File: src/hdl/h264rl_pkg.sv
// package for the h264 reference list builder
// shared constants, types and key helper; no dependencies
`default_nettype none
package h264rl_pkg;
  localparam int MaxRefs = 16;
  localparam int IdxW = 4;
  localparam int FillW = 5;
  localparam logic [1:0] KIND_IDR = 2'd0;
  localparam logic [1:0] KIND_I = 2'd1;
  localparam logic [1:0] KIND_P = 2'd2;
  localparam logic [1:0] KIND_B = 2'd3;
  localparam logic CFG_MAX_REFS = 1'b0;
  localparam logic CFG_LSB_BITS = 1'b1;
  // sort order selected for the lane
  localparam logic [1:0] MODE_FNUM = 2'd0;  // frame number descending
  localparam logic [1:0] MODE_LIST0 = 2'd1; // past descending, then future ascending
  localparam logic [1:0] MODE_LIST1 = 2'd2; // future ascending, then past descending

  typedef struct packed {
    logic [31:0] pic;
    logic [31:0] fnum;
    logic [31:0] poc;
  } entry_t;

  // control from sequencer to every cell
  typedef struct packed {
    logic push;      // shift window, insert new entry at slot 0
    logic load;      // copy window into sort lane
    logic sort_even; // odd-even transposition phase
    logic sort_odd;
    logic rotate;    // shift sort lane toward slot 0 (emission)
    logic [1:0] mode; // one of the MODE_ codes
  } cell_ctl_t;

  function automatic logic [31:0] skey(input logic [31:0] v);
    return v ^ 32'h8000_0000;
  endfunction
endpackage
`default_nettype wire

File: src/hdl/h264rl_cell.sv
// one window slot plus one sort lane slot
// depends on h264rl_pkg
`default_nettype none
module h264rl_cell (
  input  wire logic clk,
  input  wire h264rl_pkg::cell_ctl_t ctl,
  input  wire h264rl_pkg::entry_t win_in,    // from left neighbor window (or new)
  output h264rl_pkg::entry_t win_out,
  input  wire h264rl_pkg::entry_t lane_left,
  input  wire logic [4:0] rank_left,         // original window index of left lane entry
  input  wire h264rl_pkg::entry_t lane_right,
  input  wire logic [4:0] rank_right,
  input  wire logic right_ok,                // right lane entry is live
  input  wire logic left_ok,
  input  wire logic is_even_left,            // this cell is left of an even pair
  input  wire logic [31:0] cur_key,
  input  wire logic [4:0] my_index,
  output h264rl_pkg::entry_t lane_out,
  output logic [4:0] rank_out
);
  h264rl_pkg::entry_t win_r, lane_r;
  logic [4:0] rank_r;
  logic pair_left, pair_right, swap_here, swap_left;

  // key order: true if a must come before b
  function automatic logic before_f(input h264rl_pkg::entry_t a, input logic [4:0] ra,
                                    input h264rl_pkg::entry_t b, input logic [4:0] rb,
                                    input logic [1:0] mode, input logic [31:0] ck);
    logic [31:0] ka, kb;
    logic pa, pb, k_lt, k_gt;
    ka = h264rl_pkg::skey(a.poc);
    kb = h264rl_pkg::skey(b.poc);
    pa = ka <= ck;
    pb = kb <= ck;
    before_f = 1'b0;
    case (mode)
      h264rl_pkg::MODE_FNUM: before_f = (a.fnum > b.fnum) || (a.fnum == b.fnum && ra < rb);
      h264rl_pkg::MODE_LIST0: begin
        if (pa != pb) before_f = pa;
        else begin
          k_gt = pa ? (ka > kb) : (ka < kb);
          before_f = k_gt || (ka == kb && ra < rb);
        end
      end
      h264rl_pkg::MODE_LIST1: begin
        if (pa != pb) before_f = pb;
        else begin
          k_lt = pa ? (ka > kb) : (ka < kb);
          before_f = k_lt || (ka == kb && ra < rb);
        end
      end
      default: before_f = 1'b0;
    endcase
  endfunction

  always_comb begin
    pair_right = (ctl.sort_even && is_even_left) || (ctl.sort_odd && !is_even_left);
    pair_left = (ctl.sort_even && !is_even_left) || (ctl.sort_odd && is_even_left);
    swap_here = pair_right && right_ok &&
                before_f(lane_right, rank_right, lane_r, rank_r, ctl.mode, cur_key);
    swap_left = pair_left && left_ok &&
                before_f(lane_r, rank_r, lane_left, rank_left, ctl.mode, cur_key);
  end

  always_ff @(posedge clk) begin
    if (ctl.push) win_r <= win_in;
    if (ctl.load) begin
      lane_r <= win_r;
      rank_r <= my_index;
    end else if (ctl.rotate) begin
      lane_r <= lane_right;
      rank_r <= rank_right;
    end else if (swap_here) begin
      lane_r <= lane_right;
      rank_r <= rank_right;
    end else if (swap_left) begin
      lane_r <= lane_left;
      rank_r <= rank_left;
    end
  end

  assign win_out = win_r;
  assign lane_out = lane_r;
  assign rank_out = rank_r;
endmodule
`default_nettype wire

File: config.mk
export PLATFORM = sky130hd
export DESIGN_NAME = h264rl_cell
export DESIGN_NICKNAME = d
export VERILOG_FILES = /design/src/hdl/h264rl_pkg.sv /design/src/hdl/h264rl_cell.sv
export SDC_FILE = /design/constraint.sdc
export NUM_CORES = 1
export LEC_CHECK = 0
export BUFFER_PORTS_ARGS = -buffer_cell sky130_fd_sc_hd__buf_4
export CAP_MARGIN = 10
export CORE_AREA = 2 2 210 212
export CTS_BUF_LIST = sky130_fd_sc_hd__clkbuf_4
export CTS_CLUSTER_SIZE = 20
export DETAILED_ROUTE_END_ITERATION = 8
export DIE_AREA = 0 0 212 214
export PLACE_DENSITY = 0.64
export SLEW_MARGIN = 0
export SYNTH_ARGS = -nofsm -noshare
export SYNTH_HDL_FRONTEND = slang
export SYNTH_SLANG_ARGS = --single-unit
export TNS_END_PERCENT = 100
File: constraint.sdc
create_clock -name clk -period 19.4 [get_ports clk]
set_input_delay 0 -clock clk [delete_from_list [all_inputs] [get_ports clk]]
set_output_delay 0 -clock clk [all_outputs]
set_load 0.01 [all_outputs]
==> out/metrics.csv, run 1 <==
metric,value,unit
status,completed,
die area,0.0454,mm^2
wire per inst,20.7,um
Core Rows,76,
top sig layer,met4,
core footprint,0.0429,mm^2
Skew-Pair Late Insertion Delay,750,ps
Post-DP Area,0.0193,mm^2
asr flop ratio synth,0,
Main synth FF type,edfxtp_1,
first-pass GRT wire length,88500,um
largest net degree at the start of global routing,70,
CP top delay family,buffers and inverters,
RePlAce Congestion,0.889,
met3 WL,3540,um
critical-path cell list,"ha_1, nand4_1, nor4_1, o31ai_1, a22oi_4, and3b_1, mux2i_4, a21oi_4, buf_4, mux2_4, dlygate4sd3_1, mux2_2, dlygate4sd3_1",
Buf/Inv on CP,3,
Setup Viol. Count Final,0,
Slew HR,0.231,
IO Port Bufs,542,
Max clock buf depth,2,
CTS sink count,197,
postcts setup bufs,0,
Synth Cell Area,0.0146,mm^2
Tot Pwr,1.52,mW
Clock Tree Root,clkbuf_4,
Unique masters post-synth,59,
Switching Power,0.529,mW
Seq pwr share,0.388,
Fin Clk Skew,39.2,ps
Setup crit start kind,register,
worst endpoint required time,19930,ps
post-placement setup slack,14700,ps
area grow syn2layout,63.1,%
detailed placement HPWL,42700,um
Combinational Power Share,0.427,
DR DRC count,0,
vias in the first global route,15500,
Pint,0.987,mW
I/O Pins,543,
worst endpoint data arrival time,6250,ps
worst vdd ir,60.4,uV
clk slew on worst S/H paths,210,ps
Synth Register Bits,197,
most frequent cells in the layout,"buf_4 (549), dlygate4sd3_1 (410), ha_1 (232), edfxtp_1 (197), inv_1 (177)",
cts hold-fix bufs,410,
max-cap violations,0,
CTS tree,yes,
chip width,212,um
number of enable flip-flop cells after synthesis,197,
initial core utilization,0.340,
post-CTS sizing,0,
first drt pass iteration count,5,
vias post-DR,14400,
synth warn,0,
top cell type's share of synthesized area,0.405,
Fmax achieved,175,MHz
Hold Crit Class,in2reg,
net count after synthesis,1888,
share of cells above drive strength 1,0.318,
TritonCTS buffer count,17,
setup ws final,13680,ps
"most common cell after layout, fill and taps aside",buf_4,
"Max FO, Critical Path",35,
share of the yosys chip area belonging to registers,0.405,
Final Instance Area,0.0238,mm^2
drt initial violations,710,
crit path max-delay cell type,nor4_1,
Least-Margin Pin Slew,1150,ps
H-tree levels,4,
synth top area cells,"edfxtp_1 (41%), ha_1 (20%), mux2_2 (6.2%), mux2_4 (5.1%), inv_1 (4.6%)",
Max stage delay on crit path,910,ps
initial antenna violation count,4,
Sw Ratio,0.349,
Crit. End Element,register,
post-route ant nets,0,
Period minus WS final,5720,ps
unrepaired setup endpoints after global routing,false,
"wirelength, routed",59200,um
GRT Residual Overflow,0,
vias per inst,5.04,
dominant cell type by area after synthesis,edfxtp_1,
Final Cycle Share,0.295,
clock network power share,0.185,
GRT Overall Usage,0.259,
critical path class,reg2reg,
syn_area_per_cell,11.1,um^2
Post-Synthesis Cells,1310,
routed length on met2,30600,um
total negative slack,0,ps
Pwr per Cell Area,63.7,mW/mm^2
Final Hold Violating Endpoints,0,
Pleak,11.2,nW
M1 WL,22900,um
chip height,214,um
"Top cell by count, worst path",dlygate4sd3_1,
max-slew violations,0,
Nets,2836,
## flip-flops by register name, indices dropped and copies added (netlist names)
| name | cells |
|---|---|
| win_out | 96 |
| lane_out | 96 |
| rank_out | 5 |
## metrics by stage
stage	util	hold WS, ps	instances
2_1_floorplan	-	98.9	1310
3_3_place_gp	0.451	178	2414
3_5_place_dp	0.451	179	2414
4_1_cts	0.555	38.5	2856
5_1_grt	0.555	109	2860
6_report	0.555	150	2860
## area by class of cell
cell class / count / area (um^2)
Tap cell: 585 / 732
Inverter: 177 / 664
Fill cell: 3447 / 19100
Multi-Input combinational cell: 905 / 7890
Antenna cell: 4 / 10.0
Clock buffer: 17 / 128
Sequential cell: 197 / 5920
Timing Repair Buffer: 960 / 8240
Clock inverter: 15 / 236
## cells by family (layout without fill, tap and decap cells)
kind of cell,count (synthesis),count (layout),share of synthesized area
fa+ha+maj,232,232,0.199
flops,197,197,0.405
compound gates,266,266,0.119
other cells,0,4,0
mux,166,166,0.139
simple gates,241,241,0.0819
buf+inv,208,1169,0.0570
## metal layers
layer	GRT usage	vias to the layer above
met5	0	-
met4	0.113	0
met3	0.0616	107
met2	0.474	547
met1	0.280	6949
li1	-	6800
## synthesized netlist by cell type, drive strengths merged (21+ instances only)
cell type / number
ha: 232
edfxtp: 197
inv: 177
mux2: 130
a21oi: 116
nand2: 88
nand4: 46
a2bb2oi: 36
mux2i: 36
o21ai: 36
nor2: 34
nand3: 21
## power groups by stage
stage	Combinational, mW	Sequential, mW	Clock (mW)
2_1_floorplan	0.267	0.619	0
3_3_place_gp	0.530	0.593	0
3_5_place_dp	0.539	0.595	0
4_1_cts	0.639	0.585	0.288
5_1_grt	0.704	0.594	0.300
6_report	0.648	0.588	0.280
## worst min-delay path: cells and delay by family
kind	cells	cell delay, ps
multiplexers	1	50
AO/OA/AOI/OAI	1	130
buffers and inverters	2	630
## path summary, 6_finish.rpt
kind	cells after the start	from	slack (ps)	end
setup / recovery	13	lane_out[22]	13680	lane_out[58]
hold / removal	4	lane_right[75]	150	lane_out[75]
setup reg to reg	13	lane_out[22]	13680	lane_out[58]
hold reg to reg	1	win_out[34]	600	lane_out[34]
No activity file was read; power rests on OpenSTA's default activity.
==> run 2, diff against run 1 <==
==> constraint.sdc (replaced) <==
create_clock -name clk -period 5.3 [get_ports clk]
set_input_delay 0 -clock clk [delete_from_list [all_inputs] [get_ports clk]]
set_output_delay 0 -clock clk [all_outputs]
set_load 0.01 [all_outputs]
==> out/metrics.csv, run 2 (same netlist as run 1, synthesis figures left out) <==
metric,value,unit,change
TritonCTS buffer count,17,,unchanged
Hold Crit Class,in2reg,,
DR DRC count,0,,unchanged
r2r endpoint,lane_out[16],,
max-cap violations,0,,unchanged
max-slew violations,0,,unchanged
Clock Tree Root,clkbuf_4,,
die area,0.0454,mm^2,unchanged
initial core utilization,0.340,,unchanged
H-tree levels,4,,unchanged
largest net degree at the start of global routing,75,,+7.1%
Pleak,11.2,nW,-0.39%
Setup crit start kind,register,,
CP top delay family,simple AND/OR/NAND/NOR gates,,
area grow syn2layout,62.4,%,
Skew-Pair Late Insertion Delay,800,ps,+50 ps
"setup slack, reg-to-reg",460,ps,"-13,210 ps"
share of cells above drive strength 1,0.321,,+0.00288
number of fill cells in the layout,3575,,+3.7%
Least-Margin Pin Slew,1130,ps,-18.8 ps
crit path max-delay cell type,dlygate4sd3_1,,
Max stage delay on crit path,570,ps,-340 ps
IO Port Bufs,542,,unchanged
Tot Pwr,5.46,mW,+260%
worst endpoint data arrival time,5360,ps,-890 ps
chip width,212,um,unchanged
unrepaired setup endpoints after global routing,false,,
post-placement setup slack,752,ps,"-13,950 ps"
Nets,2825,,-0.39%
I/O Pins,543,,unchanged
Post-Place Cells,2413,,-0.041%
Hold Startpoint,lane_right[80],,
core footprint,0.0429,mm^2,unchanged
reg2reg start,lane_out[61],,
Final Hold Violating Endpoints,0,,unchanged
Worst Hold Depth,4,,unchanged
Fmax achieved,207,MHz,+18%
detailed placement HPWL,44800,um,+4.8%
CTS tree,yes,,
vias post-DR,14500,,+0.46%
Pwr per Cell Area,230,mW/mm^2,+260%
worst endpoint required time,5820,ps,"-14,110 ps"
Post-DP Area,0.0194,mm^2,+0.24%
GRT Residual Overflow,0,,unchanged
Crit. End Element,register,,
first drt pass iteration count,5,,unchanged
setup ws final,464,ps,"-13,210 ps"
Slew HR,0.243,,+0.0117
Period minus WS final,4840,ps,-887 ps
Non-Filler Instances,2854,,-0.21%
first-pass GRT wire length,90600,um,+2.4%
GRT Overall Usage,0.268,,+0.00901
Setup Viol. Count Final,0,,unchanged
worst vdd ir,217,uV,+260%
vias per inst,5.07,,+0.67%
postcts setup bufs,0,,unchanged
clk slew on worst S/H paths,210,ps,about the same
chip height,214,um,unchanged
CTS sink count,197,,unchanged
vias in the first global route,15300,,-0.89%
"most common cell after layout, fill and taps aside",buf_4,,
critical path class,reg2reg,,
"Max FO, Critical Path",36,,+2.9%
hold path endpoint,lane_out[80],,
R2R cell count,14,,+1
wire per inst,21.5,um,+4.1%
Fin Clk Skew,52.8,ps,+13.6 ps
total negative slack,0,ps,unchanged
post-route ant nets,0,,unchanged
"wirelength, routed",61500,um,+3.9%
Final Cycle Share,0.913,,+0.617
drt initial violations,898,,+26%
RePlAce Congestion,0.903,,+1.6%
Max clock buf depth,2,,unchanged
status,completed,,
critical-path cell list,"inv_1, ha_1, nand4_1, nor3_2, nor3b_1, nand2_1, nor4b_1, nor2_1, o32a_1, a21oi_4, clkbuf_8, mux2_4, dlygate4sd3_1, mux2_2",,
Final Instance Area,0.0237,mm^2,-0.39%
Buf/Inv on CP,3,,unchanged
Core Rows,76,,unchanged
initial antenna violation count,10,,+6
most frequent cells in the layout,"buf_4 (544), dlygate4sd3_1 (399), ha_1 (231), edfxtp_1 (197), inv_1 (177)",,
run 2: through the flow:
| step | hold slack, ps | util |
|---|---|---|
| after floorplan | 98.9 | - |
| after global routing | 65.7 | 0.553 |
| after global placement | 178 | 0.452 |
| after detailed placement | 179 | 0.452 |
| after CTS | 27.8 | 0.552 |
| final | 109 | 0.553 |
run 2: layout make-up:
type / count / area [um^2] / share of cell area
inverters: 177 / 664 / 0.0280
well taps: 585 / 732 / 0.0309
multi-input cells: 906 / 7930 / 0.334
repair buffers: 948 / 8150 / 0.344
flip-flops and latches: 197 / 5920 / 0.249
clock inverters: 14 / 166 / 0.00702
clock buffers: 18 / 135 / 0.00570
diodes: 9 / 22.5 / 0.000950
run 2: how the worst max path moves through the flow:
| stage | slack (ps) | depth (start not counted) | startpoint | to |
|---|---|---|---|---|
| 6_report | 460 | 14 | lane_out[61] | lane_out[16] |
| 3_5_place_dp | 750 | 13 | lane_out[61] | lane_out[36] |
| 5_1_grt | 90 | 13 | lane_out[60] | lane_out[89] |
| 4_1_cts | 130 | 14 | lane_out[61] | lane_out[16] |
| 2_1_floorplan | 10 | 10 | lane_out[10] | lane_out[0] |
| 3_3_place_gp | 910 | 13 | lane_out[61] | lane_out[45] |
run 2: where the power goes:
part / switching [mW] / total, mW / internal [mW]
registers: 0.175 / 2.15 / 1.98
logic: 1.10 / 2.37 / 1.27
clock network: 0.673 / 0.936 / 0.263
run 2: worst reg2reg max path, delay by kind of cell, from the launching register on:
kind / cells / cell delay [ps]
fa+ha+maj: 1 / 300
compound gates: 2 / 600
flops: 1 / 430
buf+inv: 3 / 1070
simple gates: 6 / 1500
mux: 2 / 680
run 2: metal layers:
layer	vias to the layer above	track usage	part of all wire
met3	129	0.0651	0.067
met1	6977	0.287	0.37
met5	-	0	0.00078
met2	578	0.493	0.52
met4	6	0.116	0.042
li1	6779	-	-
run 2: timing repair:
action / in CTS / in global routing
setup endpoints to repair: 0 / 75
hold buffers: 399 / 0
resized for setup: 0 / 4
endpoints found under the hold margin: 246 / 0
